`config.mk`:
```
export PLATFORM = sky130hd
export DESIGN_NAME = rdu_divider
export DESIGN_NICKNAME = d
export VERILOG_FILES = /design/src/sv/rdu_pkg.sv /design/src/sv/rdu_divider.sv
export SDC_FILE = /design/constraint.sdc
export NUM_CORES = 2
export LEC_CHECK = 0
export BUFFER_PORTS_ARGS = -buffer_cell sky130_fd_sc_hd__buf_2
export CAP_MARGIN = 10
export CORE_ASPECT_RATIO = 1.5
export CORE_UTILIZATION = 30
export CTS_BUF_LIST = sky130_fd_sc_hd__clkbuf_4
export CTS_CLUSTER_SIZE = 8
export DETAILED_ROUTE_END_ITERATION = 10
export PLACE_DENSITY = 0.47
export SETUP_SLACK_MARGIN = 0.2
export SLEW_MARGIN = 25
export SYNTH_ARGS = -nofsm -noshare
export SYNTH_HDL_FRONTEND = slang
export SYNTH_MEMORY_MAX_BITS = 65536
export SYNTH_SLANG_ARGS = --single-unit
```
`constraint.sdc`:
```
create_clock -name clock -period 5.3 [get_ports clock]
set_input_delay 0.265 -clock clock [delete_from_list [all_inputs] [get_ports clock]]
set_output_delay 0.265 -clock clock [all_outputs]
set_load 0.01 [all_outputs]
```
`src/sv/rdu_pkg.sv`:
```
`default_nettype none
package rdu_pkg;

   // frame size defaults
   localparam int DEFAULT_MAX_WIDTH  = 512;
   localparam int DEFAULT_MAX_HEIGHT = 512;

   // divider shape: 16-bit numerator magnitude scaled by 2^14
   localparam int NUM_W     = 16;
   localparam int DIV_SHIFT = 14;
   localparam int DIV_STEPS = NUM_W + DIV_SHIFT;
   localparam int X_W       = DIV_STEPS + 2;

   localparam int CSR_INDEX_W = 3;
   localparam int CSR_DATA_W  = 16;

   // register indexes
   localparam logic [CSR_INDEX_W-1:0] REG_CENTER_X     = 3'd0;
   localparam logic [CSR_INDEX_W-1:0] REG_CENTER_Y     = 3'd1;
   localparam logic [CSR_INDEX_W-1:0] REG_FOCAL_X      = 3'd2;
   localparam logic [CSR_INDEX_W-1:0] REG_FOCAL_Y      = 3'd3;
   localparam logic [CSR_INDEX_W-1:0] REG_RADIAL_K1    = 3'd4;
   localparam logic [CSR_INDEX_W-1:0] REG_RADIAL_K2    = 3'd5;
   localparam logic [CSR_INDEX_W-1:0] REG_IMAGE_WIDTH  = 3'd6;
   localparam logic [CSR_INDEX_W-1:0] REG_IMAGE_HEIGHT = 3'd7;

   // register reset values
   localparam logic [15:0] RST_CENTER = 16'd16384;
   localparam logic [15:0] RST_FOCAL  = 16'd8000;
   localparam logic [9:0]  RST_IMAGE  = 10'd512;

   localparam logic OPC_WRITE = 1'b0;
   localparam logic OPC_QUERY = 1'b1;

   typedef struct packed {
      logic       opcode;
      logic [8:0] column;
      logic [8:0] line;
      logic [7:0] pixel_in;
   } req_word_type;

   typedef struct packed {
      logic [7:0] pixel_out;
      logic       inside_res;
   } rsp_word_type;

   typedef struct packed {
      logic [15:0]        center_x;
      logic [15:0]        center_y;
      logic [15:0]        focal_x;
      logic [15:0]        focal_y;
      logic signed [15:0] radial_k1;
      logic signed [15:0] radial_k2;
      logic [9:0]         image_width;
      logic [9:0]         image_height;
   } csr_type;

   // item travelling down the front of the pipe
   typedef struct packed {
      logic       valid;
      logic       query;
      logic [8:0] column;
      logic [8:0] line;
      logic [7:0] pixel;
   } meta_type;

   typedef struct packed {
      logic valid;
      logic query;
   } stage_tag_type;

   // source position fraction and flags
   typedef struct packed {
      logic [15:0] frac_x;
      logic [15:0] frac_y;
      logic        in_frame;
      logic        blend;
   } geom_type;

endpackage
`default_nettype wire

```
`src/sv/rdu_divider.sv`:
```
`default_nettype none
// Two-lane pipelined floor divider, one quotient bit per stage.
module rdu_divider #(
   parameter type tag_type = logic
) (
   input  wire logic                                  clock,
   input  wire logic                                  reset,
   input  wire logic                                  en,
   input  wire logic [1:0][rdu_pkg::NUM_W-1:0]        num_mag,
   input  wire logic [1:0]                            num_neg,
   input  wire logic [1:0][rdu_pkg::NUM_W-1:0]        den,
   input  tag_type                                    tag_in,
   output logic [1:0][rdu_pkg::X_W-1:0]               quot,
   output tag_type                                    tag_out
);
   localparam int STEPS = rdu_pkg::DIV_STEPS;
   localparam int NW    = rdu_pkg::NUM_W;
   localparam int SHIFT = rdu_pkg::DIV_SHIFT;
   localparam int XW    = rdu_pkg::X_W;

   logic [1:0][NW-1:0]    rem_ff [1:STEPS];
   logic [1:0][STEPS-1:0] quo_ff [1:STEPS];
   logic [1:0][NW-1:0]    num_ff [1:STEPS-1];
   logic [1:0][NW-1:0]    den_ff [1:STEPS-1];
   logic [1:0]            neg_ff [1:STEPS];
   tag_type               tag_ff [1:STEPS];

   logic [1:0][XW-1:0]    quot_ff, quot_in;
   tag_type               tag_out_ff;

   for (genvar k = 0; k < STEPS; k++) begin : g_step
      localparam int J = STEPS - 1 - k;
      logic [1:0][NW-1:0]    rem_cur, num_cur, den_cur, rem_in;
      logic [1:0][STEPS-1:0] quo_cur, quo_in;
      logic [1:0]            neg_cur, dbit;
      tag_type               tag_cur;

      if (k == 0) begin : g_first
         assign rem_cur = '0;
         assign quo_cur = '0;
         assign num_cur = num_mag;
         assign den_cur = den;
         assign neg_cur = num_neg;
         assign tag_cur = tag_in;
      end else begin : g_next
         assign rem_cur = rem_ff[k];
         assign quo_cur = quo_ff[k];
         assign num_cur = num_ff[k];
         assign den_cur = den_ff[k];
         assign neg_cur = neg_ff[k];
         assign tag_cur = tag_ff[k];
      end

      // dividend bit J; the low SHIFT bits of the scaled numerator are zero
      if (J >= SHIFT) begin : g_num_bit
         assign dbit = {num_cur[1][J-SHIFT], num_cur[0][J-SHIFT]};
      end else begin : g_zero_bit
         assign dbit = '0;
      end

      always_comb begin
         logic [NW:0] trial;
         trial = '0;
         for (int l = 0; l < 2; l++) begin
            trial = {rem_cur[l], dbit[l]};
            if (trial >= {1'b0, den_cur[l]}) begin
               rem_in[l] = NW'(trial - {1'b0, den_cur[l]});
               quo_in[l] = {quo_cur[l][STEPS-2:0], 1'b1};
            end else begin
               rem_in[l] = trial[NW-1:0];
               quo_in[l] = {quo_cur[l][STEPS-2:0], 1'b0};
            end
         end
      end

      always_ff @(posedge clock) begin
         if (reset) begin
            tag_ff[k+1] <= '0;
         end else if (en) begin
            tag_ff[k+1] <= tag_cur;
         end
      end

      always_ff @(posedge clock) begin
         if (en) begin
            rem_ff[k+1] <= rem_in;
            quo_ff[k+1] <= quo_in;
            neg_ff[k+1] <= neg_cur;
         end
      end

      if (k + 1 < STEPS) begin : g_carry
         always_ff @(posedge clock) begin
            if (en) begin
               num_ff[k+1] <= num_cur;
               den_ff[k+1] <= den_cur;
            end
         end
      end
   end

   // round toward minus infinity for negative numerators
   always_comb begin
      logic [XW-1:0] mag;
      mag = '0;
      for (int l = 0; l < 2; l++) begin
         mag = {2'b00, quo_ff[STEPS][l]};
         if (neg_ff[STEPS][l]) begin
            quot_in[l] = XW'(-(mag + XW'(rem_ff[STEPS][l] != '0)));
         end else begin
            quot_in[l] = mag;
         end
      end
   end

   always_ff @(posedge clock) begin
      if (reset) begin
         tag_out_ff <= '0;
      end else if (en) begin
         tag_out_ff <= tag_ff[STEPS];
      end
   end

   always_ff @(posedge clock) begin
      if (en) begin
         quot_ff <= quot_in;
      end
   end

   assign quot    = quot_ff;
   assign tag_out = tag_out_ff;
endmodule
`default_nettype wire

```
# Word-level counts from Yosys, hierarchy flattened
# Memories as Yosys holds them, arrays and structs flattened. A register that Yosys moved wholly into a read port is not among the register bits.
# Cells that the tools add are included.
# totals
word_cells	324
input_bits	70
mem_count	6
reg_bits	64
ram_bits	4706
out_inout_bits	65
# memory_table
memory	depth	word_bits	read_ports	rd_clocked_by_memory_dff	wr	line	text
quo_ff	30	60	30	0	30	rdu_divider.sv:22	logic [1:0][STEPS-1:0] quo_ff [1:STEPS];
rem_ff	30	32	30	0	30	rdu_divider.sv:21	logic [1:0][NW-1:0] rem_ff [1:STEPS];
den_ff	29	32	29	0	29	rdu_divider.sv:24	logic [1:0][NW-1:0] den_ff [1:STEPS-1];
num_ff	29	32	28	0	29	rdu_divider.sv:23	logic [1:0][NW-1:0] num_ff [1:STEPS-1];
neg_ff	30	2	30	0	30	rdu_divider.sv:25	logic [1:0] neg_ff [1:STEPS];
tag_ff	30	1	30	1	30	rdu_divider.sv:26	tag_type tag_ff [1:STEPS];
# op_classes
addsub	64
reduce_logical	2
muxes	158
n_lt_le_gt_ge	60
bitwise_logic	30
# ops
op	count
>= comparator 17 x 16 -> 1 bit	58
2-to-1 mux 16 bit	60
subtractor 16 bit	58
2-to-1 mux 1 bit	96
negation 31 -> 32 bit	2
adder 30 x 1 -> 31 bit	2
2-to-1 mux 30 bit	2
>= comparator 1 x 16 -> 1 bit	2
nonzero test 16 bit	2
subtractor 1 x 16 -> 16 bit	2
bitwise OR 1 bit	30

# Logic depth before layout (Yosys ltp)
# An unclocked memory read counts as a cell.
# logic_depth
word_depth	5
ltp_mapped	15
ltp_nobuf	15

# Worst setup path after synthesis
# OpenSTA, ideal clock, no wires.
# synth_timing
path_type	register to register
startpoint	register, netlist name rem_ff[7][84]
endpoint	register quot_ff, in the netlist quot[61] (data pin)
path_slack_ps	2200
path_stages_with_launch	16
t_arrival_ps	2835
setup_ps	265
n_path_buf	0
required_ps	5035
period_less_slack_ps	3100
path_cell_list	edfxtp_1 nor4_1 and4_1 ha_1 ha_1 inv_1 ha_1 o21bai_1 a221o_1 o211ai_2 o2bb2ai_1 nand3_1 a41oi_2 o21bai_1 and4_1 or3_1
# synth_lines
element	line	text
end signal, assigned	rdu_divider.sv:126	quot_ff <= quot_in;
end, declared	rdu_divider.sv:28	logic [1:0][XW-1:0] quot_ff, quot_in;

==> results_dict.tcl <==
set metrics [dict create \
    status "complete, no violations" \
    max_stage_delay_ps 600 \
    slowest_stage "nor4_1" \
    clock_sinks 3213 \
    period_share_pct 81.1 \
    setup_viol 0 \
    ctsHoldBuffers 212 \
    critPathTopFamily "compound AO/OA/AOI/OAI gates" \
    cts_buffers 841 \
    syn_to_final_growth_pct 14.4 \
    initial_core_util_pct 30.2 \
    top_usage_layer "met2" \
    grt_overflow 0 \
    chipHeight_um 882 \
    wl_per_cell_um 16.4 \
    post-route-drc-count 0 \
    grt_pass1_vias 98600 \
    grt_pass1_wl_um 512000 \
    antenna_found_initial 7 \
    arrival_ps 5610 \
    rsz0062_at_grt "false" \
    syn_nets 12800 \
    maxSlewHeadroom_pct 31.0 \
    min_period_ps 4300 \
    cts_tree "built" \
    leakage_nw 69.8 \
    use_met1_pct 9.68 \
    worst_clock_skew_ps 194 \
    holdCritPathClass "reg -> reg" \
    io_pins 135 \
    crit_chain "nor4_1, and4_1, ha_1, ha_1, a211oi_1, o211ai_1, a31oi_1, o21a_1, o311ai_1, o211ai_1, o21ai_1, a21oi_1, a311o_1" \
    fin_nets 14000 \
    r2r_cells 13 \
    p_total_mw 96.7 \
    yosys_warnings 0 \
    grtUsageMet3_pct 2.22 \
    cts_htree_levels 6 \
    maxCapViolCount 0 \
    cts_buffer_depth 4 \
    dp_cells 18600 \
    drive_gt1_share_pct 16.0 \
    ys_ff_latch 3213 \
    pre_cts_slack_ps 843 \
    worstSetupStartpoint "rem_ff[7][81]$_DFFE_PP_" \
    io_buffers 134 \
    netlist_instances 11700 \
    synth.distinct_cells 87 \
    fin_area_um2 177000 \
    synthArstFlopShare_pct 0 \
    vias 92100 \
    place_congestion 0.842 \
    slew_viol_final 0 \
    core-area_um2 513000 \
    cp_max_fo 5 \
    final_cell_mix "edfxtp_1 (3212), inv_1 (1289), clkbuf_4 (1191)" \
    hold_viol 0 \
    cts_resized 0 \
    r2r_start "rem_ff[7][81]$_DFFE_PP_" \
    gr-usage-met2_pct 27.1 \
    end_kind "flop" \
    syn-cell-area_um2 155000 \
    fin_tns_setup_ps 0 \
    first_pass_iters 5 \
    max_freq_mhz 233 \
    cts_root_buf "clkbuf_4" \
    routed_wl_um 332000 \
    irDropWorstVdd_mv 0.255 \
    final_core_util_pct 34.5 \
    clk_pin_slew_ps 70 \
    worstSetupStartpointType "flop" \
    fin_cells 20300 \
    grt_max_degree 180 \
    syn_area_per_cell_um2 13.2 \
    worst_slew_pin_slew_ps 1040 \
    place_area_um2 165000 \
    core.rowCount 322 \
    insertion_delay_ps 1690 \
    final_common_cell "edfxtp_1" \
    crit_type "reg -> reg" \
    synthFlopType "edfxtp_1" \
    required_ps 6620 \
    hold-path-cell-count 0 \
    ys_seq_area_share_pct 62.3 \
    path_buf_inv 0 \
    path_depth 13 \
    power_density_nw_per_um2 546 \
    postRouteAntennaNets 0 \
    hold-worst-slack_ps 304 \
    drt_iter0_markers 3207 \
    setup_slack_ps 1000 \
    synth_edf_count 3212 \
    worstHoldStart "num_ff[0][464]$_DFFE_PP_" \
    dieArea_um2 519000 \
    post_drt_via_cell_ratio 4.54 \
    dp_hpwl_um 241000 \
    grtUsageTotal_pct 12.5 \
    die_x_um 589 \
    post_cts.repair.setup_buffers 0 \
]
-- cell families after synthesis --
family / after synthesis / synth area share [%]
AO/OA/AOI/OAI: 2224 / 9.19
XOR/XNOR: 726 / 4.10
adder cells (fa/ha/maj): 1056 / 8.81
buffers and inverters: 1421 / 3.55
flip-flops: 3213 / 62.3
multiplexers: 635 / 4.56
AND/OR/NAND/NOR: 2439 / 7.52
-- sequential cells by signal, summed over array words and instances, names as in the netlist --
name / cells
tag_out: 1
neg_ff: 60
quot: 64
rem_ff: 960
num_ff: 240
quo_ff: 930
tag_ff: 30
den_ff: 928
-- area by class of cell --
class,count,area [um2]
fill,50800,336000
sequential,3213,96500
multi-input combinational,7080,53000
clock buffer,1191,8940
tap,6804,8510
inverter,1289,4840
timing repair buffer,444,3850
clock inverter,257,1520
antenna,13,32.5
-- report_power, final --
group	leakage [nW]	switching (mW)	internal (mW)	total, mW
Sequential	31.4	2.66	35.7	38.4
Clock	6.20	10.5	10.8	21.2
Combinational	32.1	20.0	17.1	37.1
-- routing by layer --
metal / up-vias / part of all wire, %
met5: - / 0.024
met2: 1621 / 60
met3: 999 / 3.4
li1: 45900 / -
met1: 43600 / 31
met4: 12 / 6.1
-- path summary, 6_finish.rpt --
| kind | endpoint | slack, ps |
|---|---|---|
| setup / recovery | quot[62]$_SDFFCE_PN0P_ | 1000 |
| hold / removal | num_ff[0][496]$_DFFE_PP_ | 300 |
| setup reg to reg | quot[62]$_SDFFCE_PN0P_ | 1000 |
| hold reg to reg | num_ff[0][496]$_DFFE_PP_ | 300 |
-- worst register-to-register path, stage by stage, from the launching register on --
cell	delay, ps
edfxtp_1	370
nor4_1	600
and4_1	290
ha_1	150
ha_1	160
a211oi_1	120
o211ai_1	300
a31oi_1	300
o21a_1	380
o311ai_1	350
o211ai_1	190
o21ai_1	300
a21oi_1	110
a311o_1	290
-- synthesized netlist by cell type (all sizes together), types with 57 or more instances --
library cell / n / area share (%)
edfxtp: 3212 / 62
inv: 1289 / 3.1
ha: 998 / 8.1
nor2: 773 / 1.9
a21oi: 629 / 2.0
o21ai: 585 / 1.9
nand2: 573 / 1.4
mux2: 547 / 4.0
xnor2: 474 / 2.7
a21o: 271 / 1.3
xor2: 252 / 1.4
nor3: 202 / 0.66
nor2b: 167 / 0.67
nand4: 155 / 0.63
nand2b: 132 / 0.53
nand3: 104 / 0.34
o21a: 98 / 0.47
o21bai: 94 / 0.46
mux2i: 88 / 0.57
a211oi: 84 / 0.41
a21boi: 80 / 0.39
clkbuf: 73 / 0.18
nor4: 65 / 0.26
and3: 61 / 0.25
buf: 59 / 0.25
fa: 58 / 0.75
o41ai: 58 / 0.42
o31ai: 57 / 0.29
No activity file was read; power rests on OpenSTA's default activity.
